`src/hsbf_pkg.sv`:
```
`timescale 1ns / 1ps
`default_nettype none
package hsbf_pkg;
  localparam int HW = 24;
  localparam int NW = 16;
  localparam int ONE_Q15 = 32768;
  localparam logic [31:0] SKEW_MIN_SQ = 32'd2684;
  // register indexes
  localparam logic [2:0] REG_ELEV_LOW = 3'd0;
  localparam logic [2:0] REG_ELEV_HIGH = 3'd1;
  localparam logic [2:0] REG_ELEV_REL = 3'd2;
  localparam logic [2:0] REG_SKEW_AMT = 3'd3;
  localparam logic [2:0] REG_SKEW_DIR = 3'd4;
  localparam logic [2:0] REG_SLOPE_LO = 3'd5;
  localparam logic [2:0] REG_SLOPE_HI = 3'd6;
  localparam logic [2:0] REG_SLOPE_REL = 3'd7;
  // sizes of the square-root and divider units
  localparam int SQRT_STAGES = 30;  // sqrt of a 60-bit radicand, one result bit per stage
  localparam int DIV_Q_BITS = 50;   // bound on the skew quotient in bits; the skew divider is 57 bits wide
  localparam int FD_Q_BITS = 16;    // bits of a fall-off quotient up to 32768; the fall-off dividers are 38 bits wide
endpackage
`default_nettype wire

```
`src/hsbf_div.sv`:
```
`timescale 1ns / 1ps
`default_nettype none
// Pipelined restoring divider, unsigned, one quotient bit per stage.
// Carries a side payload alongside the operands.
module hsbf_div import hsbf_pkg::*; #(
  parameter int NUM_W = 16,
  parameter int DEN_W = 16,
  parameter int SIDE_W = 8
) (
  input  wire logic              clk,
  input  wire logic              rst_n,
  input  wire logic              in_vld,
  input  wire logic [NUM_W-1:0]  in_num,
  input  wire logic [DEN_W-1:0]  in_den,
  input  wire logic [SIDE_W-1:0] in_side,
  output logic                   out_vld,
  output logic [NUM_W-1:0]       out_quo,
  output logic [SIDE_W-1:0]      out_side
);
  localparam int RW = DEN_W + 1;
  logic [NUM_W:0]     vld_r;
  logic [NUM_W-1:0]   num_r  [NUM_W+1];
  logic [RW-1:0]      rem_r  [NUM_W+1];
  logic [DEN_W-1:0]   den_r  [NUM_W+1];
  logic [SIDE_W-1:0]  side_r [NUM_W+1];

  always_comb begin
    vld_r[0] = in_vld;
    num_r[0] = in_num;
    rem_r[0] = '0;
    den_r[0] = in_den;
    side_r[0] = in_side;
  end

  for (genvar s = 0; s < NUM_W; s++) begin : g_stage
    logic [RW-1:0] trial_nxt;
    logic [RW:0]   diff_nxt;
    always_comb begin
      trial_nxt = {rem_r[s][RW-2:0], num_r[s][NUM_W-1]};
      diff_nxt = {1'b0, trial_nxt} - {2'b00, den_r[s]};
    end
    always_ff @(posedge clk) begin
      if (!rst_n) begin
        vld_r[s+1] <= 1'b0;
      end else begin
        vld_r[s+1] <= vld_r[s];
      end
      den_r[s+1] <= den_r[s];
      side_r[s+1] <= side_r[s];
      if (!diff_nxt[RW]) begin
        rem_r[s+1] <= diff_nxt[RW-1:0];
        num_r[s+1] <= {num_r[s][NUM_W-2:0], 1'b1};
      end else begin
        rem_r[s+1] <= trial_nxt;
        num_r[s+1] <= {num_r[s][NUM_W-2:0], 1'b0};
      end
    end
  end

  assign out_vld = vld_r[NUM_W];
  assign out_quo = num_r[NUM_W];
  assign out_side = side_r[NUM_W];
endmodule
`default_nettype wire

```
`config.mk`:
```
export PLATFORM = sky130hd
export DESIGN_NAME = hsbf_div
export DESIGN_NICKNAME = d
export VERILOG_FILES = /design/src/hsbf_pkg.sv /design/src/hsbf_div.sv
export SDC_FILE = /design/constraint.sdc
export NUM_CORES = 1
export LEC_CHECK = 0
export CORE_MARGIN = 5
export CORE_UTILIZATION = 49
export CTS_CLUSTER_DIAMETER = 100
export DETAILED_ROUTE_END_ITERATION = 8
export DONT_BUFFER_PORTS = 1
export SLEW_MARGIN = 10
export SYNTH_ARGS = -nofsm -noshare
export SYNTH_HDL_FRONTEND = slang
export SYNTH_SLANG_ARGS = --single-unit
```
`constraint.sdc`:
```
create_clock -name clk -period 3.7 [get_ports clk]
set_input_delay 0.37 -clock clk [delete_from_list [all_inputs] [get_ports clk]]
set_output_delay 0.37 -clock clk [all_outputs]
set_load 0.1 [all_outputs]
```
; After elaboration in Yosys (flattened, before gate mapping)
; Cells that the tools add are included.
[totals]
ff_bits = 880
inputBits = 43
out_inout_bits = 25
elab_cells = 126
[classes]
addsub = 16
mux = 31
[op_table]
columns = op, n
row1 = $sub A17 B16 Y18, 15
row2 = $mux W16, 14
row3 = $mux W1, 17
row4 = $sub A1 B16 Y17, 1

; Depth between registers and ports, before layout
; Gate-level depths: netlist (run 1).
[depth]
word_depth = 2
ltp_mapped = 12
mapped_depth_nobuf = 11

; Worst setup path after synthesis (run 1)
; Ideal clock, no wire load.
[synth_timing]
path_kind = reg-to-reg
startpoint = register num_r (netlist bit g_stage[10].trial_nxt[0])
endpoint = register rem_r (netlist bit g_stage[11].trial_nxt[15])
setup_time_ps = 81
arrival_time_ps = 2434
required_ps = 3619
path_slack_ps = 1185
stages_incl_launch_ff = 11
n_path_buf = 0
synth_period_minus_slack_ps = 2515
path_cell_list = dfxtp_1 -> inv_1 -> ha_1 -> inv_1 -> fa_1 -> a211oi_1 -> o21bai_1 -> a2111oi_2 -> o31ai_1 -> or4_1 -> a41oi_1
[synth_between]
elab_chain_len = 2
[synth_lines]
columns = item, line_no
row1 = "start, declared", hsbf_div.sv:22  ; logic [NUM_W-1:0] num_r [NUM_W+1];
row2 = "start signal, assigned by index", hsbf_div.sv:52  ; num_r[s+1] <= {num_r[s][NUM_W-2:0], 1'b1};
row3 = "start signal, assigned by index", hsbf_div.sv:55  ; num_r[s+1] <= {num_r[s][NUM_W-2:0], 1'b0};
row4 = $sub A17 B16 Y18, hsbf_div.sv:40  ; diff_nxt = {1'b0, trial_nxt} - {2'b00, den_r[s]};
row5 = $mux W16, hsbf_div.sv:50  ; if (!diff_nxt[RW]) begin
row6 = "end signal, assigned by index", hsbf_div.sv:51  ; rem_r[s+1] <= diff_nxt[RW-1:0];
row7 = "end signal, assigned by index", hsbf_div.sv:54  ; rem_r[s+1] <= trial_nxt;
row8 = "end, declared", hsbf_div.sv:23  ; logic [RW-1:0] rem_r [NUM_W+1];
; Every way passes these cells.
; A chain may end at the register's enable or synchronous reset.

; Worst setup path after layout (run 1)
[layout_timing]
startpoint = register den_r[177] (netlist name)
endpoint = register rem_r (netlist bit g_stage[6].trial_nxt[4])
[layout_between]
elab_chain_len = 2
[layout_lines]
columns = item, line_no
row1 = "start, declared", hsbf_div.sv:24  ; logic [DEN_W-1:0] den_r [NUM_W+1];
row2 = "start signal, assigned by index", hsbf_div.sv:48  ; den_r[s+1] <= den_r[s];
row3 = $sub A17 B16 Y18, hsbf_div.sv:40
row4 = $mux W16, hsbf_div.sv:50
; Every way passes these cells.

==> results of run 1 <==
-- logic make-up (layout without fill, tap and decap cells) --
kind of cell | count (synthesis) | in the layout | synth area share (%)
mux | 110 | 110 | 4.00
other cells | 1 | 7 | 0.0116
compound gates | 736 | 736 | 15.0
flops | 880 | 880 | 54.7
buf+inv | 382 | 516 | 5.05
simple gates | 528 | 528 | 7.82
xor+xnor | 118 | 118 | 3.21
fa+ha+maj | 255 | 255 | 10.2
-- registers in the layout (all words and copies together) (netlist names) --
register	count
den_r	240
vld_r	15
side_r	120
out_side	8
out_quo	16
out_vld	1
g_stage.trial_nxt	255
num_r	225
-- worst paths after layout --
kind / to / startpoint / cells after the start / slack [ns]
hold reg to reg: side_r[114] / side_r[122] / 0 / 0.30
setup reg to reg: g_stage[6].trial_nxt[4] / den_r[177] / 9 / 0.41
hold / removal: g_stage[1].trial_nxt[8] / in_den[2] / 3 / 0.24
setup / recovery: g_stage[6].trial_nxt[4] / den_r[177] / 9 / 0.41
-- per-stage QoR --
step	utilization, %	area [sq um]	worst slack, ns	instances
after floorplan	-	32200	1.19	3016
after global placement	50.3	32900	0.399	3815
after detailed placement	50.3	32900	0.401	3815
after CTS	55.6	36400	0.411	4014
after global routing	55.6	36400	0.188	4014
final	55.6	36400	0.412	4014
-- what timing repair did --
item                                   4_1_cts  5_1_grt
endpoints found under the hold margin       65        0
resized for setup                            0        0
hold buffers                                42        0
buffers inserted                             0        0
-- cells in the mapped netlist (6+ instances only) --
cell	instances	area, sq um
sky130_fd_sc_hd__dfxtp_1	880	17600
sky130_fd_sc_hd__inv_1	300	1130
sky130_fd_sc_hd__ha_1	241	3020
sky130_fd_sc_hd__a21oi_1	210	1050
sky130_fd_sc_hd__nor2_1	189	709
sky130_fd_sc_hd__nand2_1	136	510
sky130_fd_sc_hd__o21ai_0	134	671
sky130_fd_sc_hd__mux2_2	86	968
sky130_fd_sc_hd__xnor2_1	75	657
sky130_fd_sc_hd__o21a_1	72	541
sky130_fd_sc_hd__a21o_1	62	465
sky130_fd_sc_hd__xor2_1	43	377
sky130_fd_sc_hd__nand3_1	40	200
sky130_fd_sc_hd__a211oi_1	37	278
sky130_fd_sc_hd__nor2b_1	33	206
sky130_fd_sc_hd__o31ai_1	30	225
sky130_fd_sc_hd__buf_4	28	210
sky130_fd_sc_hd__a31oi_1	26	163
sky130_fd_sc_hd__clkbuf_1	23	86.3
sky130_fd_sc_hd__and2_1	21	131
sky130_fd_sc_hd__buf_2	19	95.1
sky130_fd_sc_hd__nor3_1	19	95.1
sky130_fd_sc_hd__o21bai_1	17	128
sky130_fd_sc_hd__a21boi_0	16	120
sky130_fd_sc_hd__mux2_4	16	240
sky130_fd_sc_hd__nand2b_1	16	100
sky130_fd_sc_hd__fa_1	14	280
sky130_fd_sc_hd__o211ai_1	12	90.1
sky130_fd_sc_hd__o31a_1	12	105
sky130_fd_sc_hd__a311oi_1	11	96.3
sky130_fd_sc_hd__o22ai_1	10	62.6
sky130_fd_sc_hd__o311a_1	10	100
sky130_fd_sc_hd__nor3b_1	9	67.6
sky130_fd_sc_hd__or4_1	9	67.6
sky130_fd_sc_hd__a21oi_2	8	70.1
sky130_fd_sc_hd__and3_1	8	50.1
sky130_fd_sc_hd__mux2i_1	8	80.1
sky130_fd_sc_hd__a31o_1	7	61.3
sky130_fd_sc_hd__nand4_1	6	37.5
sky130_fd_sc_hd__nor4b_1	6	52.6
sky130_fd_sc_hd__o221ai_1	6	52.6
-- routing by layer --
layer / global-route usage, % / vias to the layer above / routed length [um]
met2: 29.8 / 388 / 29600
met3: 2.89 / 140 / 2430
li1: - / 10500 / -
met4: 6.60 / 0 / 1850
met5: 0 / - / 0
met1: 19.0 / 9620 / 24800
-- power breakdown --
group          leakage, uW  internal, uW  switching [uW]  total [uW]
Sequential         0.00740         11600            1490       13100
Combinational      0.00733          5770            6510       12300
Clock              0.00147          5350            3670        9010
Total               0.0162         22700           11700       34400
-- worst max-delay path: cells and delay by family, from the launching register on --
kind,cells,cell delay [ns]
buf+inv,2,0.40
fa+ha+maj,1,0.29
flops,1,0.44
compound gates,4,1.52
simple gates,1,0.14
mux,1,0.35
-- final cells by class --
cell class / instances / area (sq um) / share of cell area (%)
flip-flops and latches: 880 / 17600 / 48.4
multi-input cells: 1754 / 13000 / 35.7
clock buffers: 125 / 2540 / 6.98
inverters: 305 / 1140 / 3.14
well taps: 864 / 1080 / 2.97
clock inverters: 32 / 526 / 1.44
repair buffers: 54 / 510 / 1.40
==> flow_results.org, run 1 <==
** Outcome
- The flow ran to the end, and the final reports show no timing, DRC or antenna violations.

** Die
- CORE AREA :: between 60000 and 70000 sq um
- Effective utilization at floorplan :: 49.2%
- The floorplan has 94 rows.
- In this run the count of I/O pins placed on the die edge is around 70.
- Overall die height :: between 200 and 300 um
- Die Area :: 71000 sq um
- Floorplan die width :: 266 um

** Clocking
- Clk sink count :: 880
- CTS HTree Levels :: 3
- CTS placed an instance of sky130_fd_sc_hd__clkbuf_16 at the clock tree root.
- Clock latency on the worst-skew pair, taken at its later pin, is about 0.65 ns.
- TritonCTS clock tree :: done
- CTS Buffer Depth :: 3
- TritonCTS Buffers :: 90
- CTS clk-pin slew, worst paths :: roughly 0.05 ns

** Timing
- Setup-violating endpoint count in the final report :: 0
- Fin. Hold Viols :: 0
- Relative slew margins :: between 30% and 40%
- Counting I/O delays and the setup requirement, the final critical path takes about 3.3 ns.
- Final period utilization :: 88.9%
- For the pin with the worst max-slew slack, the measured transition is just over 1 ns.
- Achievable Freq :: 304 MHz
- Unrepaired setup endpoints after global routing :: no
- Sum of negative setup slack :: 0 ns
- Max Transition Viols Final :: 0
- Hold timing on the final database bottoms out at a slack of approximately 0.24 ns.
- Worst Skew :: about 0.032 ns

** Global routing
- Vias in the first global route :: 20900
- For this run the aggregate overflow at the end of global routing stands at 0.
- Global routing used 16.3% of the available tracks.
- Antenna violations before repair :: 0
- Pin count of the biggest net entering global routing :: 26
- First-pass GRT wire length :: 98000 um

** Yosys
- Number of enable-type register cells in the synthesized netlist :: 0
- The synthesized netlist occupies a cell area of approximately 32000 sq um.
- Ys async rst share :: 0%
- Of the synthesized area, sequential elements account for about 55%.
- Yosys warning count :: 0
- Number of synthesized register bits :: around 900
- Number of distinct library cell variants in the gate-level netlist after synthesis :: 83
- In the synthesized netlist, the number of instances is 3010.
- Average cell area after synthesis :: around 11 sq um
- Among all flip-flop cells after synthesis, the most frequent one is sky130_fd_sc_hd__dfxtp_1.

** Detailed routing
- Summed over all layers, the routed wires come to slightly below 60000 um.
- The first routing iteration left around 900 violations.
- Post-detailed-route wirelength per cell :: 14.6 um
- Number of iterations in the first detailed-routing pass :: 5
- The detail route stage leaves a number of antenna-violating nets equal to 0.
- In the routed design, unresolved DRC markers number 0.
- Post-DR vias/cell :: 5.14
- Vias after detailed routing :: about 21000

** Worst setup path
- Along the worst path, the maximum fanout reaches 19.
- The setup path with the least slack is of type flip-flop to flip-flop.
- Crit path arrival time :: around 3.8 ns
- Critical Path Max Stage Delay :: about 0.48 ns
- Critical-path top delay cell :: sky130_fd_sc_hd__o21a_1
- Sort of element at the end of the critical path :: flip-flop
- The signal on the critical path passes through inv_1, ha_1, nor2b_1, o31ai_1, a21oi_1, a221oi_2, o21a_1, inv_2, mux2_2.
- The worst setup path is launched from a flip-flop.
- For the worst setup path, the data required time is 4.21 ns.

** Pwr
- Total power density per cell area :: about 940 nW/um^2
- In this run the static leakage power is 0.0162 uW.
- Total design power :: between 30000 and 40000 uW
- IR drop worst, VDD :: 477 uV

** Placement
- Port buffering added 0 buffers.
- At the end of routability-driven placement, the weighted congestion stood at ~0.9.
- Detailed Place HPWL :: roughly 43000 um

** Final layout
- The library cells used most frequently in the layout, excluding fill and tap cells, are sky130_fd_sc_hd__dfxtp_1, sky130_fd_sc_hd__inv_1, sky130_fd_sc_hd__ha_1.
- Commonest non-fill, non-tap cell in the layout :: sky130_fd_sc_hd__dfxtp_1
- The post-route netlist has a little under a tenth of its cells at a drive strength greater than 1.
- After filler insertion, the fill cell instance count of the layout stands at between 5000 and 6000.
- The number of antenna diodes in the final layout is 0.
- From synthesis to final layout, the design area changed by 13.1%.
- Final net count :: about 3400

** Flow run
- Reported max-cap violation count :: 0

** Hold path
- Hold WC Path Type :: input port to flip-flop
(Power assumes the default switching activity.)
==> run 2: changes to the inputs <==
REMOVE_ABC_BUFFERS = 1   (was default)
==> run 2 against run 1 <==
First-iteration DRC count fell by 0.11%. Register-to-register slack improved by 0.23 ns. Largest cell class unchanged. Routed wire length rose by 2.6%. Combinational power barely moved. Sequential power barely moved. Setup slack improved by 0.23 ns. Critical path type unchanged. Clock power rose by 5.2%. Cell area rose by 0.46%. Highest routed layer unchanged. Critical endpoint is now g_stage[10].trial_nxt[6]. Maximum frequency rose by 7.5%. Non-clock buffer count rose by 1.
==> flow_results.org, run 2 (synthesis gave the netlist of run 1 again) <==
** Detailed routing
- The routed wire length is 60200 um (+2.6%).
- Antenna Nets Post-Route :: 0 (unchanged)
- The DRC violation count after routing is 0 (unchanged).
- The via density per instance is 5.14 (about the same).
- Vias after detailed routing :: 20700 (+0.097%)
- DRT iter0 DRCs :: 896 (-0.11%)
- Post-detailed-route wirelength per cell :: 15.0 um (+2.5%)
- The number of iterations in the first detailed-routing pass was 7 (+2).

** Global routing
- The residual overflow from global routing is 0 (unchanged).
- Met3 Track Usage GR :: 2.82% (-0.065 points)
- The number of antenna violations at the first check in global routing is 0 (unchanged).
- The total routing usage reported by global routing came to 16.9% (+0.52 points).
- GR Layer Usage met1 :: 19.5% (+0.57 points)
- Vias in the first global route :: 21000 (+0.22%)
- First-pass GRT wire length :: 100000 um (+2.5%)
- The largest net degree at the start of global routing was 26 (unchanged).
- GRT Max-Usage Layer :: met2
- The met2 routing resource usage after global routing was 30.7% (+0.83 points).

** Clocking
- The clock-pin slew reported for the worst setup and hold paths after clock tree synthesis is 0.06 ns (about the same).
- Cells resized by post-CTS repair :: 0 (unchanged)
- Clk sink count :: 880 (unchanged)
- The number of buffers inserted during clock tree synthesis came to 88 (-2.2%).
- The clock tree buffer depth came to 3 (unchanged).
- Latest clock arrival within the worst-skew pair :: 0.66 ns (about the same)
- The number of hold buffers added after cts is 42 (unchanged).
- In this run the clock root is driven by a sky130_fd_sc_hd__clkbuf_16.
- TritonCTS clock tree :: done
- The post-CTS setup buffer count was 0 (unchanged).
- The H-tree level count is 3 (unchanged).

** Timing
- Relative slew margins :: 34.2% (+1.3 points)
- Setup-violating endpoint count in the final report :: 0 (unchanged)
- The number of pins with negative max-slew slack in the final report came to 0 (unchanged).
- The post-route minimum period is 3.06 ns (-0.230 ns).
- Fin. Hold Viols :: 0 (unchanged)
- The worst clock skew is 0.0380 ns (+0.00575 ns).
- Setup repair after global routing left no endpoint under its margin.
- The timing-limited maximum frequency was 327 MHz (+7.5%).
- Final period utilization :: 82.6% (-6.2 points)
- Sum of negative setup slack :: 0 ns (unchanged)
- The worst-margin pin slew is 0.985 ns (-0.0200 ns).

** Final layout
- Fill cells :: 5457 (-0.60%)
- Leading cell types in the layout, fill and taps excluded :: sky130_fd_sc_hd__dfxtp_1, sky130_fd_sc_hd__inv_1, sky130_fd_sc_hd__ha_1
- Leaving out fill and tap cells, the most frequent cell in the layout is sky130_fd_sc_hd__dfxtp_1.
- The cell area after layout came to 36600 sq um (+0.46%).
- Diodes inserted :: 0 (unchanged)
- Final net count :: 3382 (-0.030%)
- The post-route non-filler standard cell count came to 4019 (+0.12%).
- Share of layout cells above drive strength 1 :: 9.70% (+0.37 points)
- From synthesis to final layout, the design area changed by 13.6%.
- Final core utilization :: 55.9% (+0.26 points)
- The number of flip-flops under the largest register name is 255 (unchanged).

** Die
- The area of the core is 65500 sq um (unchanged).
- The full die area came to 71000 sq um (unchanged).
- Overall die height :: 266 um (unchanged)
- Floorplan die width :: 266 um (unchanged)
- Standard-cell row count :: 94 (unchanged)
- IO Pins :: 68 (unchanged)
- The initial cell density of the core was 49.2% (unchanged).

** Placement
- The total instance count after detailed placement came to 3816 (+0.026%).
- The post-DP HPWL is 44700 um (+3.0%).
- The total cell area at the placement stage came to 32900 sq um (about the same).
- Routability congestion estimate from global placement :: 0.867 (-3.5%)
- The count of buffers from port buffering was 0 (unchanged).

** Pwr
- IR drop worst, VDD :: 417 uV (-13%)
- The leakage power total is 0.0163 uW (+0.43%).
- The power after layout came to 34900 uW (+1.6%).
- Total power density per cell area :: 955 nW/um^2 (+1.1%)

** Worst setup path
- On the critical path, the stage with the largest delay is an instance of sky130_fd_sc_hd__a21o_1.
- Sort of element at the end of the critical path :: flip-flop
- The critical path goes through inv_1, ha_1, o21a_1, o31a_1, o211ai_1, a31oi_1, o21a_1, a21o_1, mux2_2.
- Most frequent cell on the critical path :: sky130_fd_sc_hd__o21a_1
- Critical Path Max Stage Delay :: 0.65 ns (+0.17 ns)
- By startpoint and endpoint, the worst setup path is classified as flip-flop to flip-flop.
- The peak fanout along the critical path is 16 (-3).
- The worst endpoint data arrival time was 3.57 ns (-0.23 ns).
- Required time reported for the critical path endpoint :: 4.22 ns (about the same)
- Among cell families on the critical path, the largest total delay comes from compound AO/OA/AOI/OAI gates.
- Buffering stage count on the worst path with inverters included :: 1 (-1)
- Nature of the critical path startpoint :: flip-flop

** Outcome
- The flow ran to the end, and the final reports show no timing, DRC or antenna violations.

** Hold path
- The worst hold path belongs to the class input port to flip-flop.

** Flow run
- Reported max-cap violation count :: 0 (unchanged)
run 2: metal layers:
layer,wire (um),vias up
li1,-,10500
met1,25300,9678
met2,30300,365
met3,2270,148
met4,2300,0
met5,0,-
run 2: layout make-up:
cell class / instances / area (sq um) / area share, %
clock buffer: 112 / 2420 / 6.62
clock inverter: 49 / 813 / 2.22
inverter: 305 / 1140 / 3.13
multi-input combinational: 1754 / 13000 / 35.5
sequential: 880 / 17600 / 48.1
tap: 864 / 1080 / 2.95
timing repair buffer: 55 / 518 / 1.42
run 2: through the flow:
step | hold WS, ns | setup WS (ns)
2_1_floorplan | 0.310 | 0.814
3_3_place_gp | 0.310 | 0.734
3_5_place_dp | 0.312 | 0.660
4_1_cts | 0.125 | 0.621
5_1_grt | 0.194 | 0.437
6_report | 0.196 | 0.642
run 2: path summary, 6_finish.rpt:
check	to	slack, ns	start	cells past startpoint
min reg2reg	side_r[16]	0.30	side_r[24]	0
min	g_stage[1].trial_nxt[8]	0.20	in_den[3]	3
max reg2reg	g_stage[10].trial_nxt[6]	0.64	den_r[114]	9
max	g_stage[10].trial_nxt[6]	0.64	den_r[114]	9
run 2: power breakdown:
| group | switching [uW] | internal (uW) | leakage, uW |
|---|---|---|---|
| logic | 6510 | 5780 | 0.00733 |
| registers | 1560 | 11600 | 0.00740 |
| clock network | 3770 | 5700 | 0.00154 |
run 2: worst reg2reg max path: stages, from the launching register on:
cell	delay (ns)
sky130_fd_sc_hd__dfxtp_1	0.35
sky130_fd_sc_hd__inv_1	0.05
sky130_fd_sc_hd__ha_1	0.37
sky130_fd_sc_hd__o21a_1	0.14
sky130_fd_sc_hd__o31a_1	0.26
sky130_fd_sc_hd__o211ai_1	0.24
sky130_fd_sc_hd__a31oi_1	0.29
sky130_fd_sc_hd__o21a_1	0.18
sky130_fd_sc_hd__a21o_1	0.65
sky130_fd_sc_hd__mux2_2	0.42
